--- src/hdl/pop3d_pkg.sv ---
`timescale 1ns / 1ps

package pop3d_pkg;

   localparam logic [7:0] CH_CR  = 8'd13;
   localparam logic [7:0] CH_LF  = 8'd10;
   localparam logic [7:0] CH_DOT = 8'd46;

   localparam logic [1:0] KIND_STATUS  = 2'd0;
   localparam logic [1:0] KIND_CONTENT = 2'd1;
   localparam logic [1:0] KIND_END     = 2'd2;

   localparam logic [1:0] US_NONE   = 2'd0;
   localparam logic [1:0] US_PERIOD = 2'd1;
   localparam logic [1:0] US_CR     = 2'd2;

   localparam logic [2:0] STATUS_LEN_MAX = 3'd7;
   localparam logic [2:0] OK_LEN         = 3'd3;
   localparam logic [2:0] ERR_LEN        = 3'd4;

   typedef struct packed {
      logic       in_content;
      logic [2:0] status_len;
      logic       ok_prefix;
      logic       err_prefix;
      logic       status_saw_cr;
      logic [1:0] unstuff_state;
      logic       body_empty;
      logic       emitted_cr;
      logic       line_start;
      logic       held_cr;
   } state_type;

   localparam state_type STATE_RESET = '{
      in_content:    1'b0,
      status_len:    3'd0,
      ok_prefix:     1'b1,
      err_prefix:    1'b1,
      status_saw_cr: 1'b0,
      unstuff_state: US_NONE,
      body_empty:    1'b1,
      emitted_cr:    1'b0,
      line_start:    1'b0,
      held_cr:       1'b0
   };

   typedef struct packed {
      logic [7:0] out_byte;
      logic [1:0] out_kind;
      logic       response_ok;
      logic       last;
   } result_type;

   // "+OK"
   function automatic logic [7:0] ok_char(input logic [1:0] idx);
      logic [7:0] c;
      unique case (idx)
         2'd0: c = 8'd43;
         2'd1: c = 8'd79;
         2'd2: c = 8'd75;
         default: c = 8'd0;
      endcase
      return c;
   endfunction

   // "-ERR"
   function automatic logic [7:0] err_char(input logic [1:0] idx);
      logic [7:0] c;
      unique case (idx)
         2'd0: c = 8'd45;
         2'd1: c = 8'd69;
         2'd2: c = 8'd82;
         2'd3: c = 8'd82;
         default: c = 8'd0;
      endcase
      return c;
   endfunction

endpackage

--- src/hdl/pop3d_step.sv ---
`timescale 1ns / 1ps

module pop3d_step (
   input  pop3d_pkg::state_type  state,
   input  logic                  multiline_mode,
   input  logic [7:0]            in_byte,
   output pop3d_pkg::state_type  state_next,
   output pop3d_pkg::result_type res0,
   output pop3d_pkg::result_type res1,
   output logic [1:0]            res_count
);

   pop3d_pkg::state_type s;
   logic                 done;
   logic                 emit;

   always_comb begin
      s         = state;
      res0      = '0;
      res1      = '0;
      res_count = 2'd0;
      done      = 1'b0;
      emit      = 1'b0;

      if (!s.in_content) begin
         res0      = '{out_byte: in_byte, out_kind: pop3d_pkg::KIND_STATUS,
                       response_ok: 1'b0, last: 1'b0};
         res_count = 2'd1;
         if (s.status_len < pop3d_pkg::OK_LEN
               && in_byte != pop3d_pkg::ok_char(s.status_len[1:0])) begin
            s.ok_prefix = 1'b0;
         end
         if (s.status_len < pop3d_pkg::ERR_LEN
               && in_byte != pop3d_pkg::err_char(s.status_len[1:0])) begin
            s.err_prefix = 1'b0;
         end
         if (s.status_len < pop3d_pkg::STATUS_LEN_MAX) begin
            s.status_len = s.status_len + 3'd1;
         end
         if (in_byte == pop3d_pkg::CH_LF && s.status_saw_cr) begin
            if (!multiline_mode || s.err_prefix) begin
               res1      = '{out_byte: 8'd0, out_kind: pop3d_pkg::KIND_END,
                             response_ok: s.ok_prefix, last: 1'b1};
               res_count = 2'd2;
               s         = pop3d_pkg::STATE_RESET;
            end else begin
               s.in_content    = 1'b1;
               s.unstuff_state = pop3d_pkg::US_NONE;
               s.body_empty    = 1'b1;
               s.emitted_cr    = 1'b0;
               s.line_start    = 1'b0;
               s.held_cr       = 1'b0;
               s.status_saw_cr = 1'b0;
            end
         end else begin
            s.status_saw_cr = (in_byte == pop3d_pkg::CH_CR);
         end
      end else begin
         // withheld CR after a leading period
         if (s.held_cr) begin
            if (in_byte == pop3d_pkg::CH_LF) begin
               res0      = '{out_byte: 8'd0, out_kind: pop3d_pkg::KIND_END,
                             response_ok: s.ok_prefix, last: 1'b1};
               res_count = 2'd1;
               s         = pop3d_pkg::STATE_RESET;
               done      = 1'b1;
            end else begin
               res0            = '{out_byte: pop3d_pkg::CH_CR,
                                   out_kind: pop3d_pkg::KIND_CONTENT,
                                   response_ok: 1'b0, last: 1'b0};
               res_count       = 2'd1;
               s.line_start    = 1'b0;
               s.emitted_cr    = 1'b1;
               s.body_empty    = 1'b0;
               s.held_cr       = 1'b0;
               s.unstuff_state = pop3d_pkg::US_CR;
            end
         end

         if (!done) begin
            emit = 1'b1;
            priority if (in_byte == pop3d_pkg::CH_DOT) begin
               if (s.unstuff_state != pop3d_pkg::US_PERIOD
                     && (s.body_empty || s.line_start)) begin
                  s.unstuff_state = pop3d_pkg::US_PERIOD;
                  emit            = 1'b0;
               end else begin
                  s.unstuff_state = pop3d_pkg::US_NONE;
               end
            end else if (in_byte == pop3d_pkg::CH_CR) begin
               if (s.unstuff_state == pop3d_pkg::US_PERIOD) begin
                  s.unstuff_state = pop3d_pkg::US_CR;
                  s.held_cr       = 1'b1;
                  emit            = 1'b0;
               end else begin
                  s.unstuff_state = pop3d_pkg::US_NONE;
               end
            end else begin
               s.unstuff_state = pop3d_pkg::US_NONE;
            end

            if (emit) begin
               if (res_count == 2'd0) begin
                  res0 = '{out_byte: in_byte, out_kind: pop3d_pkg::KIND_CONTENT,
                           response_ok: 1'b0, last: 1'b0};
               end else begin
                  res1 = '{out_byte: in_byte, out_kind: pop3d_pkg::KIND_CONTENT,
                           response_ok: 1'b0, last: 1'b0};
               end
               res_count    = res_count + 2'd1;
               s.line_start = (in_byte == pop3d_pkg::CH_LF) && s.emitted_cr;
               s.emitted_cr = (in_byte == pop3d_pkg::CH_CR);
               s.body_empty = 1'b0;
            end
         end
      end

      state_next = s;
   end

endmodule

--- src/hdl/pop3d_outq.sv ---
`timescale 1ns / 1ps

// Four-entry result queue; takes up to two words per cycle, gives one while pop_ready is high.
module pop3d_outq (
   input  logic                  clock,
   input  logic                  reset,
   input  logic [1:0]            push_count,
   input  pop3d_pkg::result_type push0,
   input  pop3d_pkg::result_type push1,
   output logic                  has_room,
   output logic                  pop_valid,
   input  logic                  pop_ready,
   output pop3d_pkg::result_type pop_data
);

   localparam int DEPTH = 4;

   pop3d_pkg::result_type entry_ff [DEPTH];
   logic [1:0]            wr_ptr_ff, wr_ptr_in;
   logic [1:0]            rd_ptr_ff, rd_ptr_in;
   logic [2:0]            count_ff,  count_in;
   logic                  pop;
   logic [1:0]            wr_ptr_p1;

   assign pop       = pop_valid && pop_ready;
   assign pop_valid = (count_ff != 3'd0);
   assign pop_data  = entry_ff[rd_ptr_ff];
   assign has_room  = (count_ff <= 3'(DEPTH - 2));
   assign wr_ptr_p1 = wr_ptr_ff + 2'd1;

   assign wr_ptr_in = wr_ptr_ff + push_count;
   assign rd_ptr_in = rd_ptr_ff + {1'b0, pop};
   assign count_in  = count_ff + {1'b0, push_count} - {2'b00, pop};

   always_ff @(posedge clock) begin
      if (reset) begin
         wr_ptr_ff <= 2'd0;
         rd_ptr_ff <= 2'd0;
         count_ff  <= 3'd0;
      end else begin
         wr_ptr_ff <= wr_ptr_in;
         rd_ptr_ff <= rd_ptr_in;
         count_ff  <= count_in;
      end
   end

   always_ff @(posedge clock) begin
      if (push_count != 2'd0) begin
         entry_ff[wr_ptr_ff] <= push0;
      end
      if (push_count == 2'd2) begin
         entry_ff[wr_ptr_p1] <= push1;
      end
   end

endmodule

--- src/hdl/pop3_response_deframer_core.sv ---
`timescale 1ns / 1ps

// POP3 reply deframer with dot unstuffing.
// req_* takes one server byte per word; rsp_* gives result words: status
// bytes (kind 0), unstuffed content bytes (kind 1) and an end-of-reply
// marker (kind 2, last high, response_ok = status line began with "+OK").
// csr_wr_en/csr_wr_data set multiline_mode; it is looked at when the status
// line's CR LF arrives, and should be written between replies.
// Results of an accepted byte are written into the output queue at the edge
// that accepts it. A byte gives zero, one or two result words.
// Throughput: one byte per cycle while the receiver keeps up; the output
// queue (four words) is the limit, and req_ready drops while it holds more
// than two words, so a stalled receiver backs up to the sender with no loss.
// Reset clears the reply state, multiline_mode and the queue; the first byte
// after reset is not refused.
module pop3_response_deframer_core (
   input  logic       clock,
   input  logic       reset,
   input  logic       csr_wr_en,
   input  logic       csr_wr_data,
   input  logic       req_valid,
   output logic       req_ready,
   input  logic [7:0] req_in_byte,
   output logic       rsp_valid,
   input  logic       rsp_ready,
   output logic [7:0] rsp_out_byte,
   output logic [1:0] rsp_out_kind,
   output logic       rsp_response_ok,
   output logic       rsp_last
);

   pop3d_pkg::state_type  state_ff, state_in;
   logic                  mode_ff,  mode_in;
   pop3d_pkg::result_type res0, res1, rsp_word;
   logic [1:0]            res_count;
   logic [1:0]            push_count;
   logic                  accept;

   assign accept     = req_valid && req_ready;
   assign push_count = accept ? res_count : 2'd0;
   assign mode_in    = csr_wr_en ? csr_wr_data : mode_ff;

   pop3d_step u_step (
      .state          (state_ff),
      .multiline_mode (mode_ff),
      .in_byte        (req_in_byte),
      .state_next     (state_in),
      .res0           (res0),
      .res1           (res1),
      .res_count      (res_count)
   );

   always_ff @(posedge clock) begin
      if (reset) begin
         state_ff <= pop3d_pkg::STATE_RESET;
         mode_ff  <= 1'b0;
      end else begin
         if (accept) begin
            state_ff <= state_in;
         end
         mode_ff <= mode_in;
      end
   end

   pop3d_outq u_outq (
      .clock      (clock),
      .reset      (reset),
      .push_count (push_count),
      .push0      (res0),
      .push1      (res1),
      .has_room   (req_ready),
      .pop_valid  (rsp_valid),
      .pop_ready  (rsp_ready),
      .pop_data   (rsp_word)
   );

   assign rsp_out_byte    = rsp_word.out_byte;
   assign rsp_out_kind    = rsp_word.out_kind;
   assign rsp_response_ok = rsp_word.response_ok;
   assign rsp_last        = rsp_word.last;

endmodule

--- config.mk ---
export PLATFORM = sky130hd
export DESIGN_NAME = pop3_response_deframer_core
export DESIGN_NICKNAME = d
export VERILOG_FILES = /design/src/hdl/pop3d_pkg.sv /design/src/hdl/pop3d_step.sv /design/src/hdl/pop3d_outq.sv /design/src/hdl/pop3_response_deframer_core.sv
export SDC_FILE = /design/constraint.sdc
export NUM_CORES = 1
export LEC_CHECK = 0
export BUFFER_PORTS_ARGS = -buffer_cell sky130_fd_sc_hd__buf_4
export CORE_MARGIN = 5
export CORE_UTILIZATION = 62
export CTS_BUF_LIST = sky130_fd_sc_hd__clkbuf_8
export CTS_CLUSTER_DIAMETER = 60
export DETAILED_ROUTE_END_ITERATION = 7
export HOLD_SLACK_MARGIN = 0.08
export PLACE_DENSITY = 0.82
export SLEW_MARGIN = 20
export SYNTH_ARGS = -nofsm -noshare
export SYNTH_HDL_FRONTEND = slang
export SYNTH_SLANG_ARGS = --single-unit
--- constraint.sdc ---
create_clock -name clock -period 5.1 [get_ports clock]
set_input_delay 1.02 -clock clock [delete_from_list [all_inputs] [get_ports clock]]
set_output_delay 1.02 -clock clock [all_outputs]
set_load 0.05 [all_outputs]
# [Word level (Yosys, flattened, before mapping)]
# Memory sizes are Yosys's and may differ from the RTL's. A register that Yosys moved wholly into a read port is not among the register bits.
# Index checks and enable logic that the tools add are counted.
[word_totals] register_bits=21 latchBits=0 ram_bits=48 romBits=0 input_bits=14 output_inout_bits=14 mem_count=1
[mem_list] name="u_outq.entry_ff" words=4 word_bits=12 rd=1 rd_ports_with_merged_regs=1 wr=2 line="pop3d_outq.sv:18" source="pop3d_pkg::result_type entry_ff [DEPTH];"
[op_classes] n_addsub=7 multipliers=0 n_div=0 n_lt_le_gt_ge=4 eq_ne=13 n_shift=0 n_mux=61 bitwise_logic=0 n_reduce_logical=18
[ops] operator="2-to-1 mux 12 bit" n=10
[ops] operator="2-to-1 mux 13 bit" n=3
[ops] operator="2-to-1 mux 6 bit" n=4
[ops] operator="2-to-1 mux 8 bit" n=3
[ops] operator="case mux 8 bit (3 select lines)" n=1
[ops] operator="2-to-1 mux 1 bit" n=23
[ops] operator="2-to-1 mux 2 bit" n=11
[ops] operator="case mux 7 bit (3 select lines)" n=1
[ops] operator="== test 8 x 4 -> 1 bit, second input constant" n=2
[ops] operator="!= test 8 bit" n=2
[ops] operator="== test 8 x 6 -> 1 bit, second input constant" n=1
[ops] operator="logical AND 1 bit" n=7
[ops] operator="2-to-1 mux 7 bit" n=1
[ops] operator="== test 2 bit, second input constant" n=3
[ops] operator="< comparator 3 bit, second input constant" n=2
[ops] operator="2-to-1 mux 3 bit" n=2
[ops] operator="2-to-1 mux 5 bit" n=1
[ops] operator="adder 2 x 1 -> 2 bit, second input constant" n=2
[ops] operator="== test 2 x 1 -> 1 bit, second input constant" n=2
[ops] operator="logical NOT 2 bit" n=2
[ops] operator="2-to-1 mux 4 bit" n=1
[ops] operator="!= test 2 x 1 -> 1 bit, second input constant" n=2
[ops] operator="nonzero test 2 bit" n=2
[ops] operator="adder 3 x 1 -> 3 bit, second input constant" n=1
[ops] operator="other kinds (13)" n=14

# [Logic depth before layout (Yosys ltp)]
[depth] depth_word=17 depth_mapped=13

# [Cells and area by module]
# From an unflattened synthesis, not the netlist that was laid out.
[unflattened] hier_cells=347 area_unflattened_um2=4455.5
[by_module_without_submodules] mod="pop3d_outq" n_inst=1 cells_each=162 area_per_inst_um2=2929.1
[by_module_without_submodules] mod="pop3d_step" n_inst=1 cells_each=123 area_per_inst_um2=878.3
[by_module_without_submodules] mod="pop3_response_deframer_core" n_inst=1 cells_each=62 area_per_inst_um2=648.1

# [Worst setup path before layout]
# No wires, ideal clock.
[synth_path] kind="input to register" from="in req_in_byte[6]" to="mem u_outq.entry_ff[3][10] in the netlist's numbering (enable)" setup_time_ps=378 t_arrival_ps=3948 required_ps=4722 path_slack_ps=774 path_stages=10 path_buffers=2 path_cell_list="buf_2 -> or4b_4 -> nor4_1 -> a21oi_1 -> ha_1 -> a221o_1 -> buf_4 -> a21boi_4 -> mux2_4 -> nor2_1"
[synth_lines] item="start, declared" line="pop3_response_deframer_core.sv:23" source="input logic [7:0] req_in_byte,"
[synth_lines] item="end, declared" line="pop3d_outq.sv:18"

==> flow_metrics.env <==
export IMPL_diodes=0
export IMPL_routedWlPerCell_um=18.5
export IMPL_finalSetupViolCount=0
export IMPL_cts_path_max_buffers=2
export IMPL_critPathArrivalTime_ns=3.96
export IMPL_crit_type="in2reg"
export IMPL_synth_cells=335
export IMPL_crit_fanout=11
export IMPL_die_area_um2=7550
export IMPL_cts_root_buf="clkbuf_8"
export IMPL_synthesis_area_um2=3670
export IMPL_cpMaxStageDelayCell="or4b_4"
export IMPL_cp_num_cells=10
export IMPL_yosys_warnings=0
export IMPL_seq_area_um2=1740
export IMPL_yosys_area_share_adder_pct=3.96
export IMPL_pwr_share_comb_pct=35.5
export IMPL_first_pass_iters=5
export IMPL_gp_congestion=0.885
export IMPL_synth_xor_area_share_pct=2.15
export IMPL_cp_required_ns=5.16
export IMPL_dp_hpwl_um=5850
export IMPL_dp_slack_ns=0.860
export IMPL_p_leak_uw=0.00145
export IMPL_holdWs_ns=0.475
export IMPL_viasPerCell=6.19
export IMPL_clkTransAtPathRegs_ns=0.08
export IMPL_synth_simple_area_share_pct=18.3
export IMPL_status="complete, no violations"
export IMPL_vias=2718
export IMPL_numPortBuffers=27
export IMPL_cts_setup_buffers=0
export IMPL_hold_viol=0
export IMPL_power_per_cell_area_nw_per_um2=452
export IMPL_p_sw_share_pct=37.3
export IMPL_ys_seq_area_share_pct=47.5
export IMPL_cts_htree_levels=3
export IMPL_synth_top_family_by_area="simple AND/OR/NAND/NOR gates"
export IMPL_worst_pin_slew_ns=0.777
export IMPL_start_kind="input pin"
export IMPL_r2r_cells=9
export IMPL_path_buf_inv=2
export IMPL_cp_end_kind="register"
export IMPL_rsz0062_at_grt="no"
export IMPL_track_usage_pct=23.7
export IMPL_clkLatencyLatePin_ns=0.36
export IMPL_multiInputGateArea_um2=1760
export IMPL_path_cells="buf_4 > or4b_4 > nor4_1 > a21oi_1 > ha_1 > a221o_1 > a21boi_4 > mux2_4 > nor3_2 > buf_4"
export IMPL_slew_headroom_pct=48.1
export IMPL_maxCapViolations=0
export IMPL_numPlacedInstances=423
export IMPL_pwr_share_seq_pct=38.2
export IMPL_cts_resized=0
export IMPL_cts_buffers=9
export IMPL_worst_slack_ns=1.20
export IMPL_syn_nets=360
export IMPL_peakVddDrop_uv=268
export IMPL_ys_seq_elements=65
export IMPL_path_common_cell="buf_4"
export IMPL_cts_hold_fix_buffers=0
export IMPL_drtAntennaViolNets=0
export IMPL_grt_overflow=0
export IMPL_worstHoldPathType="reg2reg"
export IMPL_synth_async_reset_ratio_pct=0
export IMPL_design_core_area_um2=5850
export IMPL_antenna_found_initial=0
export IMPL_initial_core_util_pct=62.7
export IMPL_cp_top_family="simple AND/OR/NAND/NOR gates"
export IMPL_synth_compound_area_share_pct=15.9
export IMPL_ioPinCount=28
export IMPL_drc=0
export IMPL_muxShareOfSynthArea_pct=7.71
export IMPL_first_iter_violations=478
export IMPL_critPathMaxStageDelay_ns=0.59
export IMPL_finalMaxSlewViolations=0
export IMPL_area_growth_pct=12.1
export IMPL_syn_area_per_cell_um2=10.9
export IMPL_grt_pass1_wl_um=13500
export IMPL_final_nets=384
export IMPL_finalCriticalPeriod_ns=3.90
export IMPL_synth_edf_count=44
export IMPL_power_internal_uw=1170
export IMPL_drive_gt1_share_pct=21.4
export IMPL_period_share_pct=76.5
export IMPL_num_fill_cells=416
export IMPL_rows=28
export IMPL_ys_flop_type="edfxtp_1"
export IMPL_die_h_um=86.9
export IMPL_ys_types=61
export IMPL_instances_no_fill=439
export IMPL_clock_skew_final_ns=0.00975
export IMPL_clock_sinks=65
export IMPL_min_path_cells=2
export IMPL_wl_um=8120
export IMPL_fmax_mhz=256
export IMPL_clkPwrFrac_pct=26.3
export IMPL_p_sw_uw=693
export IMPL_setup_tns_ns=0
export IMPL_grt_pass1_vias=2686
export IMPL_grt_max_degree=20
export IMPL_die_w_um=86.9
export IMPL_cts_tree="built"
synth_stat cells, drive strengths merged (2+ instances only):
cell type,count,area share (%)
a21boi,2,0.72
a21oi,14,2.2
a22oi,3,0.61
a31oi,2,0.75
and2,18,3.1
buf,11,2.1
clkbuf,8,0.82
dfxtp,21,11
edfxtp,44,36
ha,10,3.4
inv,15,1.5
mux2i,2,0.55
mux4,11,6.8
nand2,20,2.0
nand2b,2,0.34
nand3,7,0.96
nand3b,3,0.61
nand4,3,0.51
nor2,41,4.7
nor2b,3,0.51
nor3,6,1.1
nor3b,2,0.41
nor4,3,0.51
nor4b,2,0.48
o211ai,2,0.41
o21a,13,2.7
o21ai,17,2.4
o21bai,2,0.41
o22a,7,1.7
o22ai,7,1.2
or2,2,0.34
or3,4,0.68
or3b,2,0.48
or4b,3,1.1
xnor2,8,1.9
power by group through the flow:
| stage | combinational, uW | clock, uW | sequential (uW) |
|---|---|---|---|
| 2_1_floorplan | 537 | 0 | 675 |
| 3_3_place_gp | 642 | 0 | 712 |
| 3_5_place_dp | 657 | 0 | 720 |
| 4_1_cts | 662 | 490 | 710 |
| 5_1_grt | 710 | 518 | 722 |
| 6_report | 660 | 489 | 710 |
registers in the layout (all words and copies together) (netlist names):
name and cells:
mode_ff 1, state_ff 13, u_outq.count_ff 3, u_outq.entry_ff 44, u_outq.rd_ptr_ff 2, u_outq.wr_ptr_ff 2
worst reg2reg max path, cell delays in order, from the launching register on:
cell and delay, ns:
dfxtp_1 0.44, or3b_2 0.54, nor4_1 0.27, a21oi_1 0.17
ha_1 0.37, a221o_1 0.45, a21boi_4 0.21, mux2_4 0.30
nor3_2 0.10, buf_4 0.22
metrics by stage:
| step | utilization [%] | area (um^2) | power, uW |
|---|---|---|---|
| 4_1_cts | 70.3 | 4110 | 1860 |
| 5_1_grt | 70.3 | 4110 | 1950 |
| 2_1_floorplan | - | 3670 | 1210 |
| 6_report | 70.3 | 4110 | 1860 |
| 3_5_place_dp | 66.5 | 3890 | 1380 |
| 3_3_place_gp | 66.5 | 3890 | 1350 |
metal layers:
metal  global-route usage [%]  vias to the layer above  wire length [um]
li1                         -                     1280                 -
met1                     31.7                     1284              3450
met2                     37.2                      135              3830
met3                     6.53                       19               654
met4                     8.50                        0               186
met5                        0                        -                 0
cell type report:
type	count	area share (%)
Inverter	15	1.37
Timing Repair Buffer	32	5.84
Clock inverter	7	2.28
Tap cell	75	2.28
Clock buffer	9	3.01
Multi-Input combinational cell	236	42.8
Sequential cell	65	42.4
cells in the final DEF (no fill, tap or decap), types with 3 or more instances in the layout:
cell type / n
nand3_1: 7
buf_4: 32
nor2_1: 38
edfxtp_1: 44
nand3b_1: 3
nand2_1: 20
or4b_4: 3
mux4_2: 11
dfxtp_1: 21
clkbuf_8: 9
o21ai_0: 15
inv_1: 15
or3_1: 4
nand4_1: 3
o22ai_1: 7
ha_1: 10
nor3_1: 4
a22oi_1: 3
xnor2_1: 8
a21oi_1: 13
o21a_1: 13
nor2b_1: 3
o22a_1: 7
nor4_1: 3
and2_1: 18
final timing paths:
path                                      from  slack (ns)                     to
worst min-delay path               state_ff[5]        0.47            state_ff[5]
worst max-delay path            req_in_byte[4]        1.20  u_outq.entry_ff[1][9]
worst min register to register     state_ff[5]        0.47            state_ff[5]
worst max register to register     state_ff[0]        1.73  u_outq.entry_ff[1][9]
cell families after synthesis:
family                     count (synthesis)
xor gates and xnor gates                   9
AOI/OAI and AO/OA                         79
adders and majority gates                 11
buffers and inverters                     34
muxes                                     14
DFF                                       65
and+or+nand+nor                          123
(Power assumes the default switching activity.)
